**src/rtl/core/epph_pkg.sv**
```systemverilog
// Types, constants and helper functions of the encoder position loop.
package epph_pkg;

	localparam int CNT_W   = 24;
	localparam int ERR_W   = CNT_W + 1;
	localparam int COEF_W  = 32;
	localparam int PROD_W  = COEF_W + ERR_W;
	localparam int ACC_W   = PROD_W + 1;
	localparam int DRV_W   = 40;
	localparam int FRAC_W  = 16;
	localparam int WIN_W   = 16;
	localparam int DIV_W   = 3;
	localparam int ADDR_W  = 5;
	localparam int DATA_W  = 32;

	localparam logic [7:0] DUTY_LIMIT = 8'd254;
	localparam logic signed [DRV_W-1:0] DUTY_LIM_FX =
		$signed({{(DRV_W-FRAC_W-8){1'b0}}, DUTY_LIMIT, {FRAC_W{1'b0}}});
	localparam logic signed [DRV_W-1:0] DRV_MAX = {1'b0, {(DRV_W-1){1'b1}}};
	localparam logic signed [DRV_W-1:0] DRV_MIN = {1'b1, {(DRV_W-1){1'b0}}};

	// Item actions
	localparam logic [1:0] ACT_EDGE = 2'd0;
	localparam logic [1:0] ACT_TICK = 2'd1;
	localparam logic [1:0] ACT_SET  = 2'd2;

	// Bridge direction codes
	localparam logic [1:0] DIR_OFF = 2'd0;
	localparam logic [1:0] DIR_FWD = 2'd1;
	localparam logic [1:0] DIR_REV = 2'd2;

	// Multiplier operand selects
	localparam logic [1:0] MUL_NOW   = 2'd0;
	localparam logic [1:0] MUL_PREV  = 2'd1;
	localparam logic [1:0] MUL_PREV2 = 2'd2;

	// Register indexes
	localparam logic [2:0] REG_COEF_NOW     = 3'd0;
	localparam logic [2:0] REG_COEF_PREV    = 3'd1;
	localparam logic [2:0] REG_COEF_PREV2   = 3'd2;
	localparam logic [2:0] REG_HOME_OFFSET  = 3'd3;
	localparam logic [2:0] REG_WINDOW_BELOW = 3'd4;
	localparam logic [2:0] REG_WINDOW_ABOVE = 3'd5;
	localparam logic [2:0] REG_DUTY_DIVISOR = 3'd6;
	localparam logic [2:0] REG_COUNT_INVERT = 3'd7;

	typedef struct packed {
		logic signed [COEF_W-1:0] coef_now;
		logic signed [COEF_W-1:0] coef_prev;
		logic signed [COEF_W-1:0] coef_prev2;
		logic signed [CNT_W-1:0]  home_offset;
		logic [WIN_W-1:0]         window_below;
		logic [WIN_W-1:0]         window_above;
		logic [DIV_W-1:0]         duty_divisor;
		logic                     count_invert;
	} epph_cfg_t;

	typedef struct packed {
		logic       item_load;
		logic       edge_step;
		logic       goal_load;
		logic       home_step;
		logic       err_step;
		logic       mul_en;
		logic [1:0] mul_sel;
		logic       acc_init;
		logic       acc_add;
		logic       sat_step;
		logic       duty_step;
		logic       out_load;
	} epph_cmd_t;

	// Integer part of the drive over the divisor, truncating; zero acts as one.
	// Divisors 3, 5, 6, 7 use a scaled reciprocal, exact for values up to 254.
	function automatic logic [7:0] duty_div(input logic [7:0] x, input logic [DIV_W-1:0] d);
		logic [17:0] p;
		logic [7:0]  r;
		p = '0;
		case (d)
			3'd2: r = x >> 1;
			3'd3: begin
				p = 18'(x) * 18'd171;
				r = 8'(p >> 9);
			end
			3'd4: r = x >> 2;
			3'd5: begin
				p = 18'(x) * 18'd205;
				r = 8'(p >> 10);
			end
			3'd6: begin
				p = 18'(x >> 1) * 18'd171;
				r = 8'(p >> 9);
			end
			3'd7: begin
				p = 18'(x) * 18'd293;
				r = 8'(p >> 11);
			end
			default: r = x;
		endcase
		return r;
	endfunction

endpackage

```
**src/rtl/core/epph_regs.sv**
```systemverilog
// Register bank of the position loop behind the bus port.
module epph_regs (
	input  logic                         clk,
	input  logic                         arst_n,
	input  logic                         psel,
	input  logic                         penable,
	input  logic                         pwrite,
	input  logic [epph_pkg::ADDR_W-1:0]  paddr,
	input  logic [epph_pkg::DATA_W-1:0]  pwdata,
	output logic [epph_pkg::DATA_W-1:0]  prdata,
	output logic                         pready,
	output epph_pkg::epph_cfg_t          cfg
);
	import epph_pkg::*;

	epph_cfg_t cfg_q;
	logic [2:0] idx;
	logic       wr_en;

	assign idx    = paddr[ADDR_W-1:2];
	assign wr_en  = psel && penable && pwrite;
	assign pready = 1'b1;
	assign cfg    = cfg_q;

	// Take a write beat in the access cycle
	always_ff @(posedge clk or negedge arst_n) begin
		if (!arst_n) begin
			cfg_q.coef_now     <= '0;
			cfg_q.coef_prev    <= '0;
			cfg_q.coef_prev2   <= '0;
			cfg_q.home_offset  <= '0;
			cfg_q.window_below <= '0;
			cfg_q.window_above <= '0;
			cfg_q.duty_divisor <= DIV_W'(4);
			cfg_q.count_invert <= 1'b0;
		end else if (wr_en) begin
			case (idx)
				REG_COEF_NOW:     cfg_q.coef_now     <= pwdata;
				REG_COEF_PREV:    cfg_q.coef_prev    <= pwdata;
				REG_COEF_PREV2:   cfg_q.coef_prev2   <= pwdata;
				REG_HOME_OFFSET:  cfg_q.home_offset  <= pwdata[CNT_W-1:0];
				REG_WINDOW_BELOW: cfg_q.window_below <= pwdata[WIN_W-1:0];
				REG_WINDOW_ABOVE: cfg_q.window_above <= pwdata[WIN_W-1:0];
				REG_DUTY_DIVISOR: cfg_q.duty_divisor <= pwdata[DIV_W-1:0];
				REG_COUNT_INVERT: cfg_q.count_invert <= pwdata[0];
				default: ;
			endcase
		end
	end

	// Read back
	always_comb begin
		case (idx)
			REG_COEF_NOW:     prdata = cfg_q.coef_now;
			REG_COEF_PREV:    prdata = cfg_q.coef_prev;
			REG_COEF_PREV2:   prdata = cfg_q.coef_prev2;
			REG_HOME_OFFSET:  prdata = DATA_W'(unsigned'(cfg_q.home_offset));
			REG_WINDOW_BELOW: prdata = DATA_W'(cfg_q.window_below);
			REG_WINDOW_ABOVE: prdata = DATA_W'(cfg_q.window_above);
			REG_DUTY_DIVISOR: prdata = DATA_W'(cfg_q.duty_divisor);
			REG_COUNT_INVERT: prdata = DATA_W'(cfg_q.count_invert);
			default:          prdata = '0;
		endcase
	end

endmodule

```
**src/rtl/core/epph_ctrl.sv**
```systemverilog
// Sequencer of the position loop: item intake, tick steps and result hand-off.
module epph_ctrl (
	input  logic                 clk,
	input  logic                 arst_n,
	input  logic                 in_valid,
	output logic                 in_stall,
	input  logic [1:0]           action,
	output logic                 out_valid,
	input  logic                 out_stall,
	output epph_pkg::epph_cmd_t  cmd
);
	import epph_pkg::*;

	localparam logic [3:0] ST_IDLE = 4'd0;
	localparam logic [3:0] ST_HOME = 4'd1;
	localparam logic [3:0] ST_ERR  = 4'd2;
	localparam logic [3:0] ST_MUL0 = 4'd3;
	localparam logic [3:0] ST_MUL1 = 4'd4;
	localparam logic [3:0] ST_MUL2 = 4'd5;
	localparam logic [3:0] ST_SUM  = 4'd6;
	localparam logic [3:0] ST_SAT  = 4'd7;
	localparam logic [3:0] ST_DUTY = 4'd8;
	localparam logic [3:0] ST_DONE = 4'd9;

	logic [3:0] state_q, state_nxt;
	logic       out_valid_q;
	logic       out_free;

	assign in_stall  = (state_q != ST_IDLE);
	assign out_valid = out_valid_q;
	assign out_free  = !out_valid_q || !out_stall;

	// Next state and commands
	always_comb begin
		state_nxt   = state_q;
		cmd         = '0;
		cmd.mul_sel = MUL_NOW;
		case (state_q)
			ST_IDLE: begin
				if (in_valid) begin
					cmd.item_load = 1'b1;
					cmd.edge_step = (action == ACT_EDGE);
					cmd.goal_load = (action == ACT_SET);
					state_nxt     = (action == ACT_TICK) ? ST_HOME : ST_DONE;
				end
			end
			ST_HOME: begin
				cmd.home_step = 1'b1;
				state_nxt     = ST_ERR;
			end
			ST_ERR: begin
				cmd.err_step = 1'b1;
				state_nxt    = ST_MUL0;
			end
			ST_MUL0: begin
				cmd.mul_en   = 1'b1;
				cmd.mul_sel  = MUL_NOW;
				cmd.acc_init = 1'b1;
				state_nxt    = ST_MUL1;
			end
			ST_MUL1: begin
				cmd.mul_en  = 1'b1;
				cmd.mul_sel = MUL_PREV;
				cmd.acc_add = 1'b1;
				state_nxt   = ST_MUL2;
			end
			ST_MUL2: begin
				cmd.mul_en  = 1'b1;
				cmd.mul_sel = MUL_PREV2;
				cmd.acc_add = 1'b1;
				state_nxt   = ST_SUM;
			end
			ST_SUM: begin
				cmd.acc_add = 1'b1;
				state_nxt   = ST_SAT;
			end
			ST_SAT: begin
				cmd.sat_step = 1'b1;
				state_nxt    = ST_DUTY;
			end
			ST_DUTY: begin
				cmd.duty_step = 1'b1;
				state_nxt     = ST_DONE;
			end
			ST_DONE: begin
				if (out_free) begin
					cmd.out_load = 1'b1;
					state_nxt    = ST_IDLE;
				end
			end
			default: state_nxt = ST_IDLE;
		endcase
	end

	// Advance state; hold the result beat until taken
	always_ff @(posedge clk or negedge arst_n) begin
		if (!arst_n) begin
			state_q     <= ST_IDLE;
			out_valid_q <= 1'b0;
		end else begin
			state_q <= state_nxt;
			if (cmd.out_load)
				out_valid_q <= 1'b1;
			else if (!out_stall)
				out_valid_q <= 1'b0;
		end
	end

endmodule

```
**src/rtl/core/epph_dp.sv**
```systemverilog
// Datapath of the position loop: count, homing, shared multiplier, drive and duty.
module epph_dp (
	input  logic                               clk,
	input  logic                               arst_n,
	input  epph_pkg::epph_cmd_t                cmd,
	input  epph_pkg::epph_cfg_t                cfg,
	input  logic                               dir_level,
	input  logic                               home_sensor,
	input  logic signed [epph_pkg::CNT_W-1:0]  target,
	output logic [7:0]                         duty,
	output logic [1:0]                         drive_dir,
	output logic                               homing,
	output logic signed [epph_pkg::CNT_W-1:0]  position
);
	import epph_pkg::*;

	// Loop state
	logic signed [CNT_W-1:0]  edge_q, tick_pos_q, goal_q;
	logic signed [ERR_W-1:0]  err_last_q, err_older_q;
	logic signed [DRV_W-1:0]  drive_q;
	logic                     homing_q;
	logic [7:0]               duty_q;
	logic [1:0]               dir_q;
	logic                     sensor_q;

	// Working registers
	logic signed [ERR_W-1:0]  e_q;
	logic signed [PROD_W-1:0] prod_s1;
	logic signed [ACC_W-1:0]  acc_q;

	// Result registers
	logic [7:0]               out_duty_q;
	logic [1:0]               out_dir_q;
	logic                     out_homing_q;
	logic signed [CNT_W-1:0]  out_pos_q;

	logic                     start;
	logic signed [CNT_W+1:0]  g_w, p_w, lo_w, hi_w;
	logic                     in_win;
	logic signed [COEF_W-1:0] mul_c;
	logic signed [ERR_W-1:0]  mul_e;
	logic signed [DRV_W-1:0]  drv_sat, drv_clamp;
	logic [DRV_W-1:0]         mag;
	logic [7:0]               mag_int;

	// Homing window test against the home target
	always_comb begin
		start  = sensor_q && !homing_q;
		g_w    = (CNT_W+2)'(cfg.home_offset);
		p_w    = start ? '0 : (CNT_W+2)'(tick_pos_q);
		lo_w   = g_w - $signed({2'b00, {(CNT_W-WIN_W){1'b0}}, cfg.window_below});
		hi_w   = g_w + $signed({2'b00, {(CNT_W-WIN_W){1'b0}}, cfg.window_above});
		in_win = (p_w > lo_w) && (p_w < hi_w);
	end

	// Multiplier operand select
	always_comb begin
		case (cmd.mul_sel)
			MUL_PREV: begin
				mul_c = cfg.coef_prev;
				mul_e = err_last_q;
			end
			MUL_PREV2: begin
				mul_c = cfg.coef_prev2;
				mul_e = err_older_q;
			end
			default: begin
				mul_c = cfg.coef_now;
				mul_e = e_q;
			end
		endcase
	end

	// Saturate the sum to the drive width
	always_comb begin
		if (acc_q[ACC_W-1:DRV_W-1] == {(ACC_W-DRV_W+1){acc_q[ACC_W-1]}})
			drv_sat = acc_q[DRV_W-1:0];
		else if (acc_q[ACC_W-1])
			drv_sat = DRV_MIN;
		else
			drv_sat = DRV_MAX;
	end

	// Clamp the drive and take its integer magnitude
	always_comb begin
		if (drive_q > DUTY_LIM_FX)
			drv_clamp = DUTY_LIM_FX;
		else if (drive_q < -DUTY_LIM_FX)
			drv_clamp = -DUTY_LIM_FX;
		else
			drv_clamp = drive_q;
		mag     = drv_clamp[DRV_W-1] ? unsigned'(-drv_clamp) : unsigned'(drv_clamp);
		mag_int = mag[FRAC_W+7:FRAC_W];
	end

	// Loop state updates
	always_ff @(posedge clk or negedge arst_n) begin
		if (!arst_n) begin
			edge_q      <= '0;
			tick_pos_q  <= '0;
			goal_q      <= '0;
			err_last_q  <= '0;
			err_older_q <= '0;
			drive_q     <= '0;
			homing_q    <= 1'b0;
			duty_q      <= '0;
			dir_q       <= DIR_OFF;
		end else begin
			if (cmd.edge_step) begin
				if (dir_level != cfg.count_invert)
					edge_q <= edge_q - CNT_W'(1);
				else
					edge_q <= edge_q + CNT_W'(1);
			end
			if (cmd.goal_load)
				goal_q <= target;
			if (cmd.home_step && (start || homing_q)) begin
				if (in_win) begin
					edge_q     <= '0;
					tick_pos_q <= '0;
					goal_q     <= '0;
					homing_q   <= 1'b0;
				end else begin
					goal_q   <= cfg.home_offset;
					homing_q <= 1'b1;
					if (start) begin
						edge_q     <= '0;
						tick_pos_q <= '0;
					end
				end
			end
			if (cmd.err_step)
				tick_pos_q <= edge_q;
			if (cmd.sat_step) begin
				drive_q     <= drv_sat;
				err_older_q <= err_last_q;
				err_last_q  <= e_q;
			end
			if (cmd.duty_step) begin
				if (drv_clamp > 0) begin
					dir_q  <= DIR_FWD;
					duty_q <= duty_div(mag_int, cfg.duty_divisor);
				end else if (drv_clamp < 0) begin
					dir_q  <= DIR_REV;
					duty_q <= duty_div(mag_int, cfg.duty_divisor);
				end else begin
					dir_q  <= DIR_OFF;
					duty_q <= '0;
				end
			end
		end
	end

	// Error, product, accumulator and result beat
	always_ff @(posedge clk) begin
		if (cmd.item_load)
			sensor_q <= home_sensor;
		if (cmd.err_step)
			e_q <= ERR_W'(goal_q) - ERR_W'(edge_q);
		if (cmd.mul_en)
			prod_s1 <= mul_c * mul_e;
		if (cmd.acc_init)
			acc_q <= ACC_W'(drive_q);
		else if (cmd.acc_add)
			acc_q <= acc_q + ACC_W'(prod_s1);
		if (cmd.out_load) begin
			out_duty_q   <= duty_q;
			out_dir_q    <= dir_q;
			out_homing_q <= homing_q;
			out_pos_q    <= edge_q;
		end
	end

	assign duty      = out_duty_q;
	assign drive_dir = out_dir_q;
	assign homing    = out_homing_q;
	assign position  = out_pos_q;

endmodule

```
**src/rtl/core/encoder_position_pid_homing.sv**
```systemverilog
// Single-axis encoder position loop with homing and incremental PID.
//
// Input channel (in_valid / in_stall): one beat per item; action selects an
// encoder edge (dir_level), a control tick (home_sensor) or a new target.
// Output channel (out_valid / out_stall): exactly one result beat per item
// with the duty and bridge direction of the latest tick, the homing flag and
// the encoder count after the item.
// Configuration: bus port, register i at byte address 4*i, writes while idle.
// Items are taken one at a time. Edge, set-target and unused items go from
// intake straight to the result step. A tick walks the sequencer through
// homing, error, three products on the one 32x25 multiplier, sum, saturation
// and duty before its result step. The next item is taken only once the
// result of the previous one is loaded and the sequencer is back in idle.
// While out_stall holds a result, the sequencer finishes the next item and
// waits in its last step; in_stall stays high until that result is loaded.
// Reset clears the count, target, errors, drive and homing flag, loads the
// registers with their defaults (duty divisor 4) and leaves both channels
// empty.
module encoder_position_pid_homing (
	input  logic                               clk,
	input  logic                               arst_n,
	input  logic                               in_valid,
	output logic                               in_stall,
	input  logic [1:0]                         action,
	input  logic                               dir_level,
	input  logic                               home_sensor,
	input  logic signed [epph_pkg::CNT_W-1:0]  target,
	output logic                               out_valid,
	input  logic                               out_stall,
	output logic [7:0]                         duty,
	output logic [1:0]                         drive_dir,
	output logic                               homing,
	output logic signed [epph_pkg::CNT_W-1:0]  position,
	input  logic                               psel,
	input  logic                               penable,
	input  logic                               pwrite,
	input  logic [epph_pkg::ADDR_W-1:0]        paddr,
	input  logic [epph_pkg::DATA_W-1:0]        pwdata,
	output logic [epph_pkg::DATA_W-1:0]        prdata,
	output logic                               pready
);
	import epph_pkg::*;

	epph_cfg_t cfg;
	epph_cmd_t cmd;

	epph_regs u_regs (
		.clk     (clk),
		.arst_n  (arst_n),
		.psel    (psel),
		.penable (penable),
		.pwrite  (pwrite),
		.paddr   (paddr),
		.pwdata  (pwdata),
		.prdata  (prdata),
		.pready  (pready),
		.cfg     (cfg)
	);

	epph_ctrl u_ctrl (
		.clk       (clk),
		.arst_n    (arst_n),
		.in_valid  (in_valid),
		.in_stall  (in_stall),
		.action    (action),
		.out_valid (out_valid),
		.out_stall (out_stall),
		.cmd       (cmd)
	);

	epph_dp u_dp (
		.clk         (clk),
		.arst_n      (arst_n),
		.cmd         (cmd),
		.cfg         (cfg),
		.dir_level   (dir_level),
		.home_sensor (home_sensor),
		.target      (target),
		.duty        (duty),
		.drive_dir   (drive_dir),
		.homing      (homing),
		.position    (position)
	);

endmodule

```
**config.mk**
```make
export PLATFORM = sky130hd
export DESIGN_NAME = encoder_position_pid_homing
export DESIGN_NICKNAME = d
export VERILOG_FILES = /design/src/rtl/core/epph_pkg.sv /design/src/rtl/core/epph_regs.sv /design/src/rtl/core/epph_ctrl.sv /design/src/rtl/core/epph_dp.sv /design/src/rtl/core/encoder_position_pid_homing.sv
export SDC_FILE = /design/constraint.sdc
export NUM_CORES = 2
export LEC_CHECK = 0
export ABC_AREA = 0
export BUFFER_PORTS_ARGS = -buffer_cell sky130_fd_sc_hd__buf_4
export CAP_MARGIN = 25
export CORE_MARGIN = 3
export CORE_UTILIZATION = 56
export CTS_BUF_LIST = sky130_fd_sc_hd__clkbuf_8
export DETAILED_ROUTE_END_ITERATION = 16
export PLACE_DENSITY = 0.77
export SLEW_MARGIN = 20
export SYNTH_ARGS = -nofsm -noshare
export SYNTH_HDL_FRONTEND = slang
export SYNTH_SLANG_ARGS = --single-unit
```
**constraint.sdc**
```tcl
create_clock -name clk -period 13.2 [get_ports clk]
set_input_delay 0.66 -clock clk [delete_from_list [all_inputs] [get_ports clk]]
set_output_delay 0.66 -clock clk [all_outputs]
set_load 0.02 [all_outputs]
```
* After elaboration in Yosys (flattened, before gate mapping)
Index checks and enable logic that the tools add are counted.
Word-level totals: register bits 510, output and inout bits 70, logic and storage cells 151
Cells by class: add/subtract/negate cells 7, multipliers 5, magnitude comparators 6, eq/ne operators 31, mux-type cells 46, reduce and logical (&&, ||, !) cells 29
Operators by type and width (count):
- two-way mux 24 bit | 13
- case mux 32 bit (8 select lines) | 1
- two-way mux 40 bit | 4
- two-way mux 58 bit | 2
- case mux 32 bit (2 select lines) | 1
- adder 58 x 57 -> 58 bit | 1
- multiplier 32 x 25 -> 57 bit | 1
- case mux 25 bit (2 select lines) | 1
- case mux 8 bit (6 select lines) | 1
- greater-than comparator 40 x 1 -> 1 bit (second input constant) | 1
- greater-than comparator 40 x 25 -> 1 bit (second input constant) | 1
- less-than comparator 40 x 1 -> 1 bit (second input constant) | 1
- less-than comparator 40 x 25 -> 1 bit (second input constant) | 1
- case mux 4 bit (10 select lines) | 1
- multiplier 8 x 8 -> 16 bit (second input constant) | 2
- greater-than comparator 26 bit | 1
- less-than comparator 26 bit | 1
- two-way mux 26 bit | 1
- adder 24 x 17 -> 25 bit | 1
- subtractor 24 x 17 -> 25 bit | 1
- subtractor 24 x 24 -> 25 bit | 1
- adder 24 x 2 -> 24 bit (second input constant) | 1
- equality test 3 bit (second input constant) | 8
- negation 24 bit | 1
- other kinds (32) | 76

* Longest topological paths before layout
depth in word-level cells 9, gate-level depth with buffers 36

* Modules after synthesis
Synthesis repeated with hierarchy kept, for this count alone.
Unflattened totals: cells, all modules 6378, area, all modules 61448.9 µm²
By module, submodules not included:
- epph_dp | times used 1, cells each 5801, area an instance 53704.0 µm², sequential area each 9614.2 µm²
- epph_regs | times used 1, cells each 534, area an instance 7390.8 µm², sequential area each 3905.0 µm²
- epph_ctrl | times used 1, cells each 43, area an instance 354.1 µm², sequential area each 125.1 µm²

* Worst setup path before layout
Ideal clock, no wire load.
kind register -> register, from reg u_ctrl.state_q[2], to reg u_dp.prod_s1[56], data pin, library setup time 0.260 ns, arrival 8.571 ns, setup slack 4.369 ns, cell stages (with the launch flop) 33, buffers on the path 5, period minus slack after synthesis 8.831 ns, cell sequence dfrtp_1 -> clkbuf_1 -> nor2b_1 -> nand2_1 -> ha_1 -> clkbuf_1 -> clkbuf_1 -> nor2_1 -> a21oi_1 -> clkbuf_1 -> nand2_1 -> fa_1 -> inv_1 -> fa_1 -> fa_1 -> inv_1 -> fa_1 -> inv_1 -> fa_1 -> fa_1 -> inv_1 -> fa_1 -> inv_1 -> ha_1 -> clkbuf_1 -> nand4_1 -> or2_2 -> nor4_1 -> nor2_1 -> a2111oi_2 -> a2111oi_0 -> nor3_1 -> xnor2_1
On the way: word-level cells in the longest chain between the ends 5, elaborated cells between the ends (all ways) 9, those cells by class 1 x mul; 5 x eq/ne; 3 x mux
Ends and longest elaborated chain:
- from (decl) | RTL line epph_ctrl.sv:25 | logic [3:0] state_q, state_nxt;
- from (signal assigned) | RTL line epph_ctrl.sv:101 | state_q <= state_nxt;
- equality test 4 x 3 -> 1 bit or equality test 4 x 2 -> 1 bit (tied branches) | RTL line epph_ctrl.sv:38 | case (state_q)
- case mux 3 bit (3 select lines) * | RTL line epph_ctrl.sv:38
- equality test 2 bit or equality test 2 x 1 -> 1 bit (tied branches) | RTL line epph_dp.sv:58 | case (cmd.mul_sel)
- case mux 32 bit (2 select lines) or case mux 25 bit (2 select lines) (tied branches) | RTL line epph_dp.sv:58
- multiplier 32 x 25 -> 57 bit * | RTL line epph_dp.sv:161 | prod_s1 <= mul_c * mul_e;
- to (signal assigned) | RTL line epph_dp.sv:161
- to (decl) | RTL line epph_dp.sv:28 | logic signed [PROD_W-1:0] prod_s1;
Every way passes the cells marked *; elsewhere a longest branch is shown, timed or not. A chain may end at the register's enable or synchronous reset.

* Worst setup path in the final report
from reg u_ctrl.state_q[3], to reg u_dp.prod_s1[56], data pin
The elaborated chain is that of the path after synthesis.

==> results.py <==
metrics = {
    "status": {
        "status": "completed",
    },
    "sta": {
        "slew-limit-headroom": 0.2952,
        "min_period_over_period": 0.8345,
        "tightest_slew_ps": 1057,
        "drv_slew": 0,
        "rsz0062_at_grt": "false",
        "fin_skew_ps": 50.18,
        "max_freq_mhz": 90.78,
        "final.setup.tns_ps": 0,
        "period_needed_ps": 11020,
        "setup_viol_count_final": 0,
        "finalHoldViolations": 0,
    },
    "setup_path": {
        "critPathRequiredTime_ps": 13680,
        "regToRegSetupSlack_ps": 2180,
        "rr_startpoint": "u_ctrl.state_q[3]$_DFFE_PN0P_",
        "worstPathMaxFanout": 68,
        "worstSetupEndpointType": "flip-flop",
        "crit_path_start": "u_ctrl.state_q[3]$_DFFE_PN0P_",
        "critical_path_arrival_ps": 11490,
        "cpPeakStageDelay_ps": 750,
        "cpMostUsedCell": "fa_1",
        "cpMaxStageDelayCell": "a21oi_4",
        "path_class": "flip-flop to flip-flop",
        "reg2reg_depth": 27,
        "worstSetupStartpointType": "flip-flop",
    },
    "layout": {
        "fillers": 8793,
        "drive_gt1_frac": 0.09762,
        "multi_input_area_sq_mm": 0.04280,
        "stdcell_count": 8078,
        "layout_common_cells": "1,033 x inv_1, 856 x fa_1, 811 x nand2_1, 599 x nor2_1, 478 x ha_1",
        "register_area_sq_mm": 0.01364,
        "finalNetCount": 8004,
        "layout_commonest_cell": "inv_1",
        "syn_to_final_growth_pct": 7.728,
    },
    "global_route": {
        "grt_usage": 0.3152,
        "antenna_found_initial": 5,
        "grt_max_degree": 104,
        "grt_overflow": 0,
        "grt_pass1_wl_um": 277100,
        "grt_pass1_vias": 50930,
    },
    "clock_network": {
        "clock_latency_ps": 800,
        "postCtsSetupBuffers": 0,
        "clockRootBuffer": "clkbuf_8",
        "clock_sinks": 510,
        "cts.path.max_buffers": 3,
        "cts_tree": "done",
        "cts_htree_levels": 3,
        "cts.clk_slew.worst_paths_ps": 70,
        "cts_buffers": 93,
    },
    "yosys": {
        "seq_area_frac_synth": 0.2234,
        "syn_inst": 6548,
        "yosys.area.top_type_share": 0.2806,
        "ys_warn_count": 0,
        "synth-simple-area-share": 0.1313,
        "synth_area_leader_cell": "fa_1",
        "synthMuxAreaShare": 0.04292,
        "synth_edf_count": 176,
        "syn_avg_cell_area_sq_um": 9.327,
        "synth.cell_area_sq_mm": 0.06107,
        "yosysUniqueCellTypes": 91,
        "synth_compound_area_frac": 0.1119,
        "synth_flop_cell": "dfrtp_1",
        "ys_ff_latch": 510,
        "synthAdderAreaFrac": 0.3791,
        "syn-num-nets": 7957,
        "ys_top_cells_by_area": "fa_1 28%, dfrtp_1 14%, ha_1 9.9%",
        "synth_top_family_by_area": "adder cells",
        "postSynth.asyncResetShare": 0.6549,
        "synth-xor-area-share": 0.03169,
    },
    "place": {
        "dp_hpwl_um": 134400,
        "place_congestion": 0.9584,
        "place_inst": 7898,
        "io_buffers": 138,
    },
    "floorplan": {
        "coreArea_sq_mm": 0.1077,
        "fp.dieArea_sq_mm": 0.1131,
        "row_count": 120,
        "pin_count": 142,
        "initial_utilization": 0.5673,
        "die_w_um": 336.2,
        "fp.dieH_um": 336.2,
    },
    "route": {
        "drt_first_iter_violations": 4257,
        "ant_nets": 0,
        "drc": 0,
        "via_per_inst": 5.999,
        "wirelength_um": 174800,
        "vias": 48460,
        "drtPass1Iterations": 6,
        "wl_per_cell_um": 21.64,
    },
    "flow_run": {
        "maxCapViolCount": 0,
    },
    "worst_hold_path": {
        "holdCritStartpoint": "pwdata[24]",
        "hp-class": "primary input to flip-flop",
        "whs_path_depth": 2,
    },
}
[final timing paths]
kind                                                          to
worst max-delay path                  u_dp.prod_s1[56]$_DFFE_PP_
worst min-delay path                  u_regs.cfg[84]$_DFFE_PN0P_
worst max register to register        u_dp.prod_s1[56]$_DFFE_PP_
worst min register to register   u_dp.err_last_q[16]$_DFFE_PN0P_
max in group asynchronous           u_dp.drive_q[32]$_DFFE_PN0P_
min in group asynchronous       u_dp.err_older_q[21]$_DFFE_PN0P_
[area by class of cell]
| class | instances | area share |
|---|---|---|
| well taps | 1403 | 0.02668 |
| clock buffers | 106 | 0.02217 |
| clock inverters | 63 | 0.007569 |
| diodes | 6 | 0.0002282 |
| inverters | 1007 | 0.05745 |
| repair buffers | 236 | 0.02797 |
| flip-flops and latches | 510 | 0.2074 |
| multi-input cells | 4747 | 0.6505 |
[cells in the mapped netlist (17+ instances only)]
cell	count
a211oi_1	30
a21o_1	127
a21oi_1	352
a22oi_1	68
a31oi_1	47
and2_1	58
and3_1	30
buf_1	29
clkbuf_1	247
dfrtp_1	333
edfxtp_1	176
fa_1	856
ha_1	481
inv_1	1007
mux2_2	191
mux2i_1	29
nand2_1	812
nand2b_1	41
nand3_1	91
nand4_1	30
nor2_1	604
nor2b_1	50
nor3_1	68
o211ai_1	18
o21a_1	28
o21ai_0	228
o21bai_1	20
o22ai_1	36
or2_2	17
or3_1	23
xnor2_1	140
xor2_1	81
[cell families (layout without fill, tap and decap cells)]
logic type | Yosys count | after routing
and+or+nand+nor | 1869 | 1869
buffers and inverters | 1291 | 1412
other | 1 | 7
muxes | 228 | 228
xor gates and xnor gates | 221 | 221
DFF | 510 | 510
adders and majority gates | 1337 | 1337
AOI/OAI and AO/OA | 1091 | 1091
[flip-flops by register name, summed over array words and instances (netlist names), 2 cells and up]
name,cells
u_dp.drive_q,40
u_dp.err_older_q,25
u_dp.duty,8
u_ctrl.state_q,4
u_dp.edge_q,24
u_dp.acc_q,58
u_dp.e_q,25
u_dp.duty_q,8
u_dp.tick_pos_q,24
u_dp.drive_dir,2
u_regs.cfg,156
u_dp.dir_q,2
u_dp.prod_s1,57
u_dp.goal_q,24
u_dp.err_last_q,25
u_dp.position,24
[stage by stage]
stage	worst slack [ps]	area, sq um	hold WS, ps	utilization
floorplan	4369	61070	364.4	-
global placement	2464	63690	472.4	0.5916
detailed placement	2251	63730	477.7	0.5920
CTS	2226	65710	60.82	0.6103
global route	1646	65780	90.87	0.6111
finish	2184	65790	111.6	0.6112
[worst max-delay path, delay by kind of cell (launching register included)]
kind / cells / cell delay, ps
compound gates: 3 / 1510
xor+xnor: 1 / 140
simple gates: 10 / 2820
buf+inv: 4 / 900
fa+ha+maj: 9 / 4800
flops: 1 / 520
[routing by layer]
metal	vias to the layer above	wire length, um	GRT usage
met3	570	17090	0.07919
met2	2302	80110	0.5053
met1	24150	67140	0.3941
met5	-	125	0.005532
li1	21430	-	-
met4	8	10330	0.1682
[timing repair]
action,4_1_cts,5_1_grt
endpoints found under the hold margin,99,0
gates resized for setup,0,0
hold buffers,2,0
Power is left out: the tool's default activity adds up to more than one toggle a clock period on the data nets, which glitch-free logic cannot reach.
